$ cat src/emare_pkg.sv
// Shared constants, types and helper functions of the EMA rate estimator.
package emare_pkg;

  // Fixed-point format of both averages: unsigned, FRACTION_BITS fraction bits in AVG_W bits.
  localparam int FRACTION_BITS = 16;
  localparam int AVG_W         = 48;
  localparam int INT_W         = AVG_W - FRACTION_BITS;
  localparam int ALPHA_W       = 16;
  localparam int STAMP_W       = 64;
  localparam int VALUE_W       = 32;
  localparam int AGE_W         = 40;
  localparam int CFG_IDX_W     = 2;
  localparam int CFG_DATA_W    = 40;

  // Shared multiplier: one half of a 48-bit operand by a 32-bit operand.
  localparam int HALF_W        = AVG_W / 2;
  localparam int MUL_B_W       = 32;
  localparam int PROD_W        = HALF_W + MUL_B_W;
  localparam int ACC_W         = PROD_W + HALF_W;

  // Serial divider.
  localparam int DIV_STEPS     = ACC_W;
  localparam int DIV_CNT_W     = $clog2(DIV_STEPS);

  localparam logic [AVG_W-1:0]   AVG_MAX      = {AVG_W{1'b1}};
  localparam logic [MUL_B_W-1:0] NS_PER_SEC   = 32'd1_000_000_000;
  localparam logic [STAMP_W-1:0] FIRST_GAP_NS = 64'd5_000_000;
  localparam logic [ALPHA_W-1:0] ALPHA_RESET  = 16'd3277;
  localparam logic [AGE_W-1:0]   AGE_RESET    = 40'd1_000_000_000;

  // Item modes.
  localparam logic [1:0] MODE_UPDATE = 2'd0;
  localparam logic [1:0] MODE_QUERY  = 2'd1;
  localparam logic [1:0] MODE_PRESET = 2'd2;

  // Configuration register indexes.
  localparam logic [CFG_IDX_W-1:0] CFG_SMOOTHING = 2'd0;
  localparam logic [CFG_IDX_W-1:0] CFG_MAX_AGE   = 2'd1;

  typedef enum logic [3:0] {
    S_IDLE,
    S_DIFF,
    S_MUL_LO,
    S_MUL_HI,
    S_MUL_WAIT,
    S_APPLY,
    S_RATE_LO,
    S_RATE_HI,
    S_RATE_WAIT,
    S_DIV_START,
    S_DIV_RUN,
    S_WB
  } state_t;

  // Command to the shared multiply-accumulate unit.
  typedef struct packed {
    logic mul_en;
    logic acc_clr;
    logic hi_half;
  } mac_cmd_t;

  // Status of the serial divider.
  typedef struct packed {
    logic busy;
    logic done;
  } div_stat_t;

  // Scale an integer into the average format, saturating at the top.
  function automatic logic [AVG_W-1:0] to_q(input logic [STAMP_W-1:0] x);
    logic [AVG_W-1:0] r;
    if (|x[STAMP_W-1:INT_W]) begin
      r = AVG_MAX;
    end else begin
      r = {x[INT_W-1:0], {FRACTION_BITS{1'b0}}};
    end
    return r;
  endfunction

endpackage

$ cat src/emare_mac.sv
// Shared multiply-accumulate unit: half-word products summed into a wide accumulator.
module emare_mac (
  input  logic                        clk,
  input  logic                        rst_n,
  input  emare_pkg::mac_cmd_t         cmd,
  input  logic [emare_pkg::HALF_W-1:0]  op_a,
  input  logic [emare_pkg::MUL_B_W-1:0] op_b,
  output logic [emare_pkg::ACC_W-1:0]   acc
);

  logic [emare_pkg::PROD_W-1:0] prod_r;
  logic                         pend_r;
  logic                         hi_r;
  logic [emare_pkg::ACC_W-1:0]  acc_r;
  logic [emare_pkg::ACC_W-1:0]  addend;

  // The product is registered; it joins the accumulator in the following cycle.
  always_ff @(posedge clk) begin
    if (!rst_n) begin
      pend_r <= 1'b0;
      hi_r   <= 1'b0;
    end else begin
      pend_r <= cmd.mul_en;
      hi_r   <= cmd.hi_half;
    end
  end

  always_ff @(posedge clk) begin
    if (cmd.mul_en) begin
      prod_r <= op_a * op_b;
    end
  end

  // The upper half's product is weighted by the half width.
  always_comb begin
    if (hi_r) begin
      addend = {prod_r, {emare_pkg::HALF_W{1'b0}}};
    end else begin
      addend = {{emare_pkg::HALF_W{1'b0}}, prod_r};
    end
  end

  always_ff @(posedge clk) begin
    if (cmd.acc_clr) begin
      acc_r <= '0;
    end else if (pend_r) begin
      acc_r <= acc_r + addend;
    end
  end

  assign acc = acc_r;

endmodule

$ cat src/emare_div.sv
// Restoring serial divider, one quotient bit a cycle, with a saturating quotient.
module emare_div (
  input  logic                          clk,
  input  logic                          rst_n,
  input  logic                          start,
  input  logic [emare_pkg::ACC_W-1:0]   dividend,
  input  logic [emare_pkg::AVG_W-1:0]   divisor,
  output emare_pkg::div_stat_t          stat,
  output logic [emare_pkg::AVG_W-1:0]   quotient
);

  logic [emare_pkg::ACC_W-1:0]     dvd_r;
  logic [emare_pkg::AVG_W-1:0]     dsr_r;
  logic [emare_pkg::AVG_W-1:0]     rem_r;
  logic [emare_pkg::AVG_W-1:0]     quo_r;
  logic                            sat_r;
  logic [emare_pkg::DIV_CNT_W-1:0] cnt_r;
  logic                            busy_r;
  logic                            done_r;
  logic [emare_pkg::AVG_W:0]       rem_sh;
  logic                            fits;

  // Bring down the next dividend bit and try the subtraction.
  assign rem_sh = {rem_r, dvd_r[emare_pkg::ACC_W-1]};
  assign fits   = (rem_sh >= {1'b0, dsr_r});

  always_ff @(posedge clk) begin
    if (!rst_n) begin
      busy_r <= 1'b0;
      done_r <= 1'b0;
      cnt_r  <= '0;
    end else begin
      done_r <= 1'b0;
      if (start) begin
        busy_r <= 1'b1;
        cnt_r  <= '0;
      end else if (busy_r) begin
        cnt_r <= cnt_r + 1'b1;
        if (cnt_r == emare_pkg::DIV_CNT_W'(emare_pkg::DIV_STEPS - 1)) begin
          busy_r <= 1'b0;
          done_r <= 1'b1;
        end
      end
    end
  end

  // A quotient bit shifted out of the top means the result saturates.
  always_ff @(posedge clk) begin
    if (start) begin
      dvd_r <= dividend;
      dsr_r <= divisor;
      rem_r <= '0;
      quo_r <= '0;
      sat_r <= 1'b0;
    end else if (busy_r) begin
      dvd_r <= {dvd_r[emare_pkg::ACC_W-2:0], 1'b0};
      if (fits) begin
        rem_r <= emare_pkg::AVG_W'(rem_sh - {1'b0, dsr_r});
      end else begin
        rem_r <= rem_sh[emare_pkg::AVG_W-1:0];
      end
      quo_r <= {quo_r[emare_pkg::AVG_W-2:0], fits};
      sat_r <= sat_r | quo_r[emare_pkg::AVG_W-1];
    end
  end

  assign stat.busy = busy_r;
  assign stat.done = done_r;
  assign quotient  = sat_r ? emare_pkg::AVG_MAX : quo_r;

endmodule

$ cat src/ema_rate_estimator.sv
// Top level of the EMA rate estimator: sequencer, state registers and result register.
//
// Each update item steps the value and gap averages and each preset item loads them;
// every item returns the rate average_value * 1e9 / average_gap (zero while the gap
// average is zero), plus a copy that reads zero once the last sample is at least
// max_sample_age ns old. One item is worked on at a time and in_stall is high until
// its result is in the output register. The 80-step serial divider runs for every
// item with a nonzero gap average, after the shared 24x32 multiplier, used twice per
// average and twice for the scaling by one second. A result waiting on out_stall does
// not block the next input transfer.
module ema_rate_estimator (
  input  logic                              clk,
  input  logic                              rst_n,
  input  logic                              in_valid,
  output logic                              in_stall,
  input  logic [1:0]                        in_mode,
  input  logic [emare_pkg::VALUE_W-1:0]     in_sample_value,
  input  logic [emare_pkg::STAMP_W-1:0]     in_timestamp,
  input  logic [emare_pkg::VALUE_W-1:0]     in_preset_interval,
  output logic                              out_valid,
  input  logic                              out_stall,
  output logic [emare_pkg::AVG_W-1:0]       out_rate_plain,
  output logic [emare_pkg::AVG_W-1:0]       out_rate_fresh,
  input  logic                              cfg_valid,
  output logic                              cfg_ready,
  input  logic [emare_pkg::CFG_IDX_W-1:0]   cfg_index,
  input  logic [emare_pkg::CFG_DATA_W-1:0]  cfg_data
);

  emare_pkg::state_t state_r, state_nxt;

  logic [emare_pkg::ALPHA_W-1:0] alpha_r;
  logic [emare_pkg::AGE_W-1:0]   max_age_r;

  logic [emare_pkg::AVG_W-1:0]   avg_val_r, avg_val_nxt;
  logic [emare_pkg::AVG_W-1:0]   avg_gap_r, avg_gap_nxt;
  logic [emare_pkg::STAMP_W-1:0] last_r, last_nxt;
  logic                          has_r, has_nxt;

  logic [emare_pkg::VALUE_W-1:0] val_r, val_nxt;
  logic [emare_pkg::STAMP_W-1:0] ts_r, ts_nxt;
  logic [emare_pkg::STAMP_W-1:0] gap_raw_r, gap_raw_nxt;
  logic                          which_r, which_nxt;
  logic [emare_pkg::AVG_W-1:0]   diff_r, diff_nxt;
  logic                          up_r, up_nxt;
  logic                          stale_r, stale_nxt;
  logic [emare_pkg::AVG_W-1:0]   rate_r, rate_nxt;

  logic                          out_valid_r, out_valid_nxt;
  logic [emare_pkg::AVG_W-1:0]   out_plain_r, out_plain_nxt;
  logic [emare_pkg::AVG_W-1:0]   out_fresh_r, out_fresh_nxt;

  logic                          in_xfer;
  logic                          out_xfer;
  logic                          slot_free;
  logic [emare_pkg::AVG_W-1:0]   obs;
  logic [emare_pkg::AVG_W-1:0]   cur;
  logic [emare_pkg::AVG_W-1:0]   step;
  logic [emare_pkg::AVG_W-1:0]   ema_new;
  logic [emare_pkg::STAMP_W-1:0] elapsed;

  emare_pkg::mac_cmd_t           mac_cmd;
  logic [emare_pkg::HALF_W-1:0]  mac_a;
  logic [emare_pkg::MUL_B_W-1:0] mac_b;
  logic [emare_pkg::ACC_W-1:0]   mac_acc;

  logic                          div_start;
  emare_pkg::div_stat_t          div_stat;
  logic [emare_pkg::AVG_W-1:0]   div_quo;

  emare_mac u_mac (
    .clk   (clk),
    .rst_n (rst_n),
    .cmd   (mac_cmd),
    .op_a  (mac_a),
    .op_b  (mac_b),
    .acc   (mac_acc)
  );

  emare_div u_div (
    .clk      (clk),
    .rst_n    (rst_n),
    .start    (div_start),
    .dividend (mac_acc),
    .divisor  (avg_gap_r),
    .stat     (div_stat),
    .quotient (div_quo)
  );

  // Handshakes.
  assign in_stall  = (state_r != emare_pkg::S_IDLE);
  assign in_xfer   = in_valid && !in_stall;
  assign out_xfer  = out_valid_r && !out_stall;
  assign slot_free = !out_valid_r || !out_stall;
  assign cfg_ready = 1'b1;

  // Configuration registers.
  always_ff @(posedge clk) begin
    if (!rst_n) begin
      alpha_r   <= emare_pkg::ALPHA_RESET;
      max_age_r <= emare_pkg::AGE_RESET;
    end else if (cfg_valid && cfg_ready) begin
      case (cfg_index)
        emare_pkg::CFG_SMOOTHING: alpha_r   <= cfg_data[emare_pkg::ALPHA_W-1:0];
        emare_pkg::CFG_MAX_AGE:   max_age_r <= cfg_data[emare_pkg::AGE_W-1:0];
        default: ;
      endcase
    end
  end

  // Observation and current average of whichever average is being stepped.
  always_comb begin
    if (which_r) begin
      obs = emare_pkg::to_q(gap_raw_r);
      cur = avg_gap_r;
    end else begin
      obs = emare_pkg::to_q({{(emare_pkg::STAMP_W-emare_pkg::VALUE_W){1'b0}}, val_r});
      cur = avg_val_r;
    end
  end

  // The step is alpha * |obs - avg| with the 16 fraction bits of alpha dropped.
  assign step    = mac_acc[emare_pkg::ALPHA_W +: emare_pkg::AVG_W];
  assign ema_new = up_r ? (cur + step) : (cur - step);
  assign elapsed = ts_r - last_r;

  // Next state.
  always_comb begin
    state_nxt = state_r;
    case (state_r)
      emare_pkg::S_IDLE: begin
        if (in_xfer) begin
          if (in_mode == emare_pkg::MODE_UPDATE) begin
            state_nxt = emare_pkg::S_DIFF;
          end else begin
            state_nxt = emare_pkg::S_RATE_LO;
          end
        end
      end
      emare_pkg::S_DIFF:      state_nxt = emare_pkg::S_MUL_LO;
      emare_pkg::S_MUL_LO:    state_nxt = emare_pkg::S_MUL_HI;
      emare_pkg::S_MUL_HI:    state_nxt = emare_pkg::S_MUL_WAIT;
      emare_pkg::S_MUL_WAIT:  state_nxt = emare_pkg::S_APPLY;
      emare_pkg::S_APPLY: begin
        if (which_r) begin
          state_nxt = emare_pkg::S_RATE_LO;
        end else begin
          state_nxt = emare_pkg::S_DIFF;
        end
      end
      emare_pkg::S_RATE_LO:   state_nxt = emare_pkg::S_RATE_HI;
      emare_pkg::S_RATE_HI:   state_nxt = emare_pkg::S_RATE_WAIT;
      emare_pkg::S_RATE_WAIT: state_nxt = emare_pkg::S_DIV_START;
      emare_pkg::S_DIV_START: begin
        if (avg_gap_r == '0) begin
          state_nxt = emare_pkg::S_WB;
        end else begin
          state_nxt = emare_pkg::S_DIV_RUN;
        end
      end
      emare_pkg::S_DIV_RUN: begin
        if (div_stat.done) begin
          state_nxt = emare_pkg::S_WB;
        end
      end
      emare_pkg::S_WB: begin
        if (slot_free) begin
          state_nxt = emare_pkg::S_IDLE;
        end
      end
      default: state_nxt = emare_pkg::S_IDLE;
    endcase
  end

  // Datapath updates and unit commands for each step of the sequence.
  always_comb begin
    avg_val_nxt   = avg_val_r;
    avg_gap_nxt   = avg_gap_r;
    last_nxt      = last_r;
    has_nxt       = has_r;
    val_nxt       = val_r;
    ts_nxt        = ts_r;
    gap_raw_nxt   = gap_raw_r;
    which_nxt     = which_r;
    diff_nxt      = diff_r;
    up_nxt        = up_r;
    stale_nxt     = stale_r;
    rate_nxt      = rate_r;
    out_plain_nxt = out_plain_r;
    out_fresh_nxt = out_fresh_r;
    out_valid_nxt = out_xfer ? 1'b0 : out_valid_r;
    mac_cmd       = '0;
    mac_a         = '0;
    mac_b         = '0;
    div_start     = 1'b0;
    case (state_r)
      emare_pkg::S_IDLE: begin
        if (in_xfer) begin
          val_nxt   = in_sample_value;
          ts_nxt    = in_timestamp;
          which_nxt = 1'b0;
          // Before the first sample the gap is taken as 5 ms.
          gap_raw_nxt = has_r ? (in_timestamp - last_r) : emare_pkg::FIRST_GAP_NS;
          if (in_mode == emare_pkg::MODE_PRESET) begin
            avg_val_nxt = emare_pkg::to_q(
              {{(emare_pkg::STAMP_W-emare_pkg::VALUE_W){1'b0}}, in_sample_value});
            avg_gap_nxt = emare_pkg::to_q(
              {{(emare_pkg::STAMP_W-emare_pkg::VALUE_W){1'b0}}, in_preset_interval});
          end
        end
      end
      emare_pkg::S_DIFF: begin
        up_nxt = (obs >= cur);
        if (obs >= cur) begin
          diff_nxt = obs - cur;
        end else begin
          diff_nxt = cur - obs;
        end
      end
      emare_pkg::S_MUL_LO: begin
        mac_cmd.mul_en  = 1'b1;
        mac_cmd.acc_clr = 1'b1;
        mac_a = diff_r[emare_pkg::HALF_W-1:0];
        mac_b = {{(emare_pkg::MUL_B_W-emare_pkg::ALPHA_W){1'b0}}, alpha_r};
      end
      emare_pkg::S_MUL_HI: begin
        mac_cmd.mul_en  = 1'b1;
        mac_cmd.hi_half = 1'b1;
        mac_a = diff_r[emare_pkg::AVG_W-1:emare_pkg::HALF_W];
        mac_b = {{(emare_pkg::MUL_B_W-emare_pkg::ALPHA_W){1'b0}}, alpha_r};
      end
      emare_pkg::S_APPLY: begin
        if (which_r) begin
          avg_gap_nxt = ema_new;
          last_nxt    = ts_r;
          has_nxt     = 1'b1;
        end else begin
          avg_val_nxt = ema_new;
          which_nxt   = 1'b1;
        end
      end
      emare_pkg::S_RATE_LO: begin
        mac_cmd.mul_en  = 1'b1;
        mac_cmd.acc_clr = 1'b1;
        mac_a = avg_val_r[emare_pkg::HALF_W-1:0];
        mac_b = emare_pkg::NS_PER_SEC;
        // Wrap-safe age test: a timestamp before the last sample is never stale.
        stale_nxt = !elapsed[emare_pkg::STAMP_W-1] &&
                    (elapsed >= {{(emare_pkg::STAMP_W-emare_pkg::AGE_W){1'b0}}, max_age_r});
      end
      emare_pkg::S_RATE_HI: begin
        mac_cmd.mul_en  = 1'b1;
        mac_cmd.hi_half = 1'b1;
        mac_a = avg_val_r[emare_pkg::AVG_W-1:emare_pkg::HALF_W];
        mac_b = emare_pkg::NS_PER_SEC;
      end
      emare_pkg::S_DIV_START: begin
        if (avg_gap_r == '0) begin
          rate_nxt = '0;
        end else begin
          div_start = 1'b1;
        end
      end
      emare_pkg::S_DIV_RUN: begin
        if (div_stat.done) begin
          rate_nxt = div_quo;
        end
      end
      emare_pkg::S_WB: begin
        if (slot_free) begin
          out_valid_nxt = 1'b1;
          out_plain_nxt = rate_r;
          out_fresh_nxt = stale_r ? '0 : rate_r;
        end
      end
      default: ;
    endcase
  end

  // Control state.
  always_ff @(posedge clk) begin
    if (!rst_n) begin
      state_r     <= emare_pkg::S_IDLE;
      out_valid_r <= 1'b0;
      avg_val_r   <= '0;
      avg_gap_r   <= '0;
      last_r      <= '0;
      has_r       <= 1'b0;
      which_r     <= 1'b0;
    end else begin
      state_r     <= state_nxt;
      out_valid_r <= out_valid_nxt;
      avg_val_r   <= avg_val_nxt;
      avg_gap_r   <= avg_gap_nxt;
      last_r      <= last_nxt;
      has_r       <= has_nxt;
      which_r     <= which_nxt;
    end
  end

  // Working registers of the item in flight and the result register.
  always_ff @(posedge clk) begin
    val_r       <= val_nxt;
    ts_r        <= ts_nxt;
    gap_raw_r   <= gap_raw_nxt;
    diff_r      <= diff_nxt;
    up_r        <= up_nxt;
    stale_r     <= stale_nxt;
    rate_r      <= rate_nxt;
    out_plain_r <= out_plain_nxt;
    out_fresh_r <= out_fresh_nxt;
  end

  assign out_valid      = out_valid_r;
  assign out_rate_plain = out_plain_r;
  assign out_rate_fresh = out_fresh_r;

endmodule

$ cat config.mk
export PLATFORM = sky130hd
export DESIGN_NAME = ema_rate_estimator
export DESIGN_NICKNAME = d
export VERILOG_FILES = /design/src/emare_pkg.sv /design/src/emare_mac.sv /design/src/emare_div.sv /design/src/ema_rate_estimator.sv
export SDC_FILE = /design/constraint.sdc
export NUM_CORES = 2
export LEC_CHECK = 0
export BUFFER_PORTS_ARGS = -buffer_cell sky130_fd_sc_hd__buf_4
export CORE_MARGIN = 3
export CORE_UTILIZATION = 25
export DETAILED_ROUTE_END_ITERATION = 10
export GPL_TIMING_DRIVEN = 0
export SLEW_MARGIN = 15
export SYNTH_ARGS = -nofsm -noshare
export SYNTH_HDL_FRONTEND = slang
export SYNTH_HIERARCHICAL = 1
export SYNTH_SLANG_ARGS = --single-unit
$ cat constraint.sdc
create_clock -name clk -period 12.45 [get_ports clk]
set_clock_uncertainty 0.05 [all_clocks]
set_input_delay 0.6225 -clock clk [delete_from_list [all_inputs] [get_ports clk]]
set_output_delay 0.6225 -clock clk [all_outputs]
set_load 0.005 [all_outputs]
==> results.sh <==
export IMPL_grt_antenna_before_repair=39
export IMPL_most_numerous_cell_on_the_critical_path="fa_1"
export IMPL_run_status="finished clean"
export IMPL_critPathMaxStageDelay_ps=870
export IMPL_ant_nets=0
export IMPL_critical_path_max_fanout=10
export IMPL_finalSetupTns_ps=0
export IMPL_layout_drive_gt1_share_pct=7.79
export IMPL_sequential_cell_area_um2=24400
export IMPL_area_of_the_core_um2=344000
export IMPL_clkTransAtPathRegs_ps=60
export IMPL_end_kind="flop"
export IMPL_timing_critical_path_max_delay_family="adder cells"
export IMPL_postCtsResizedCells=0
export IMPL_cap_violations=0
export IMPL_vias=72200
export IMPL_cp_arrival_ps=11620
export IMPL_gpl_final_weighted_congestion=0.990
export IMPL_routed_wire_per_std_cell_um=21.0
export IMPL_yosysWarnings=6
export IMPL_cp_required_ps=12870
export IMPL_post_placement_cell_count=14600
export IMPL_maximum_number_of_pins_on_one_net_before_global_route_repair=98
export IMPL_row_count=215
export IMPL_fin_crit_sh_pct=89.9
export IMPL_timing_hold_worst_start="in_timestamp[57]"
export IMPL_synthesis_area_per_instance_um2=8.90
export IMPL_final_setup_violating_endpoints=0
export IMPL_worst_slew_pin_slew_ps=1250
export IMPL_design_die_area_um2=353000
export IMPL_r2r_start="state_r[1]"
export IMPL_fmaxAchievable_mhz=89.3
export IMPL_timing_hold_violations_final=0
export IMPL_insertion_delay_ps=760
export IMPL_finish_net_count=11600
export IMPL_drc_errors=0
export IMPL_vias_per_cell=4.87
export IMPL_io_pin_count=276
export IMPL_globalRouteOverflowTotal=0
export IMPL_grt_setup_unrepaired="false"
export IMPL_post_layout_total_power_uw=18600
export IMPL_min_path_type="in2reg"
export IMPL_max_rail_drop_vdd_uv=134
export IMPL_dp_slack_ps=1320
export IMPL_non_filler_cells_final=14800
export IMPL_endpoint_of_the_worst_register_to_register_path="u_mac/prod_r[48]"
export IMPL_drt_pre_antenna_iters=8
export IMPL_timing_setup_critical_path_class="reg2reg"
export IMPL_placement_io_buffers=274
export IMPL_grt_util_all_layers_pct=17.0
export IMPL_fillers=36700
export IMPL_floorplan_initialDensity_pct=25.1
export IMPL_cts_root_to_sink_buffers=3
export IMPL_cts_setup_buffers=0
export IMPL_hold_path_endpoint="ts_r[57]"
export IMPL_critical_path_n_buffers_inverters=6
export IMPL_r2r_worst_path_cells=29
export IMPL_fp_dieW_um=594
export IMPL_numClockSinks=949
export IMPL_layout_setup_ws_ps=1250
export IMPL_htree_levels=3
export IMPL_first_global_vias=69800
export IMPL_first_iter_violations=7034
export IMPL_route_final_wire_length_mm=312
export IMPL_tritoncts="done"
export IMPL_synth_cells=9700
export IMPL_worst_hold_path_num_cells=1
export IMPL_critical_path_slowest_cell="clkbuf_1"
export IMPL_clock_root_buffer="clkbuf_16"
export IMPL_grt_first_pass_wirelength_mm=458
export IMPL_die_height_um=594
export IMPL_tritoncts_num_buffers=100
export IMPL_cp_start_kind="flop"
export IMPL_finalCriticalPeriod_ps=11200
export IMPL_dp_hpwl_mm=255
export IMPL_slew_violations=0
export IMPL_power_density_cell_area_nw_per_um2=189
export IMPL_multiInputGateArea_um2=55900
export IMPL_area_delta_synth_final_pct=13.7
export IMPL_power_leakage_uw=0.0411
export IMPL_max_slew_margin_pct=17.0
export IMPL_reg2reg_setup_slack_ps=1250
export IMPL_post_synth_instance_area_um2=86400
-- flip-flops by register name (all words and copies together) (netlist names), 32 cells and up --
signal,count
u_div/dvd_r,80
u_mac/acc,80
gap_raw_r,64
last_r,64
ts_r,64
u_mac/prod_r,56
avg_gap_r,48
avg_val_r,48
diff_r,48
out_rate_fresh,48
out_rate_plain,48
rate_r,48
u_div/dsr_r,48
u_div/quo_r,48
u_div/rem_r,48
max_age_r,40
val_r,32
-- cell type report --
cell class,count,share of cell area (%)
well taps,4557,5.81
repair buffers,308,2.54
multi-input cells,7169,56.9
flip-flops and latches,949,24.8
clock buffers,127,2.85
plain buffers,525,2.18
diodes,22,0.0561
inverters,1098,4.21
clock inverters,61,0.599
-- metal layers --
metal | track usage [%] | wire (um) | up-vias
li1 | - | - | 33800
met1 | 23.7 | 139000 | 34800
met2 | 26.1 | 134000 | 2981
met3 | 3.50 | 26400 | 547
met4 | 5.90 | 12200 | 24
met5 | 0 | 158 | -
-- report_power, final --
part | leakage (uW) | switching (uW) | internal [uW]
Combinational | 0.0314 | 7210 | 3750
Sequential | 0.00803 | 483 | 4030
Clock | 0.00165 | 1390 | 1720
Total | 0.0411 | 9090 | 9500
-- cell usage in the layout (no fill, tap or decap), types with 106 or more instances in the layout --
cell type,instances
dfxtp_1,411
nand4_1,121
clkbuf_1,442
xnor2_1,221
buf_4,293
xor2_1,154
a21oi_1,720
nand2_1,1136
mux2_2,113
nor2_1,582
nor3_1,116
clkbuf_16,106
a21o_1,223
nand3_1,125
o21ai_0,344
mux2i_1,153
inv_1,1091
a21boi_0,144
ha_1,619
nor2b_1,134
and2_1,465
edfxtp_1,538
fa_1,665
-- per-stage QoR --
step                utilization (%)  hold slack (ps)  area, um2
global placement               27.4              371      94300
detailed placement             27.5              377      94600
CTS                            28.6            0.613      98100
global route                   28.6             12.6      98200
floorplan                         -              368      86500
finish                         28.6             41.4      98200
-- worst max path at each step --
stage / endpoint / cells after the start / start / slack (ps)
floorplan: u_mac/prod_r[55] / 29 / state_r[1] / 3770
CTS: u_mac/prod_r[48] / 29 / state_r[1] / 1280
global placement: u_mac/prod_r[48] / 28 / state_r[1] / 10
detailed placement: u_mac/prod_r[48] / 29 / state_r[1] / 1320
global route: u_mac/prod_r[48] / 30 / state_r[1] / 1030
finish: u_mac/prod_r[48] / 29 / state_r[1] / 1250
-- repair_timing --
item | in CTS | in global routing
hold buffers | 17 | 0
endpoints found under the hold margin | 17 | 0
endpoints found under the setup margin | 0 | 0
Power figures use the tool's default switching activity.
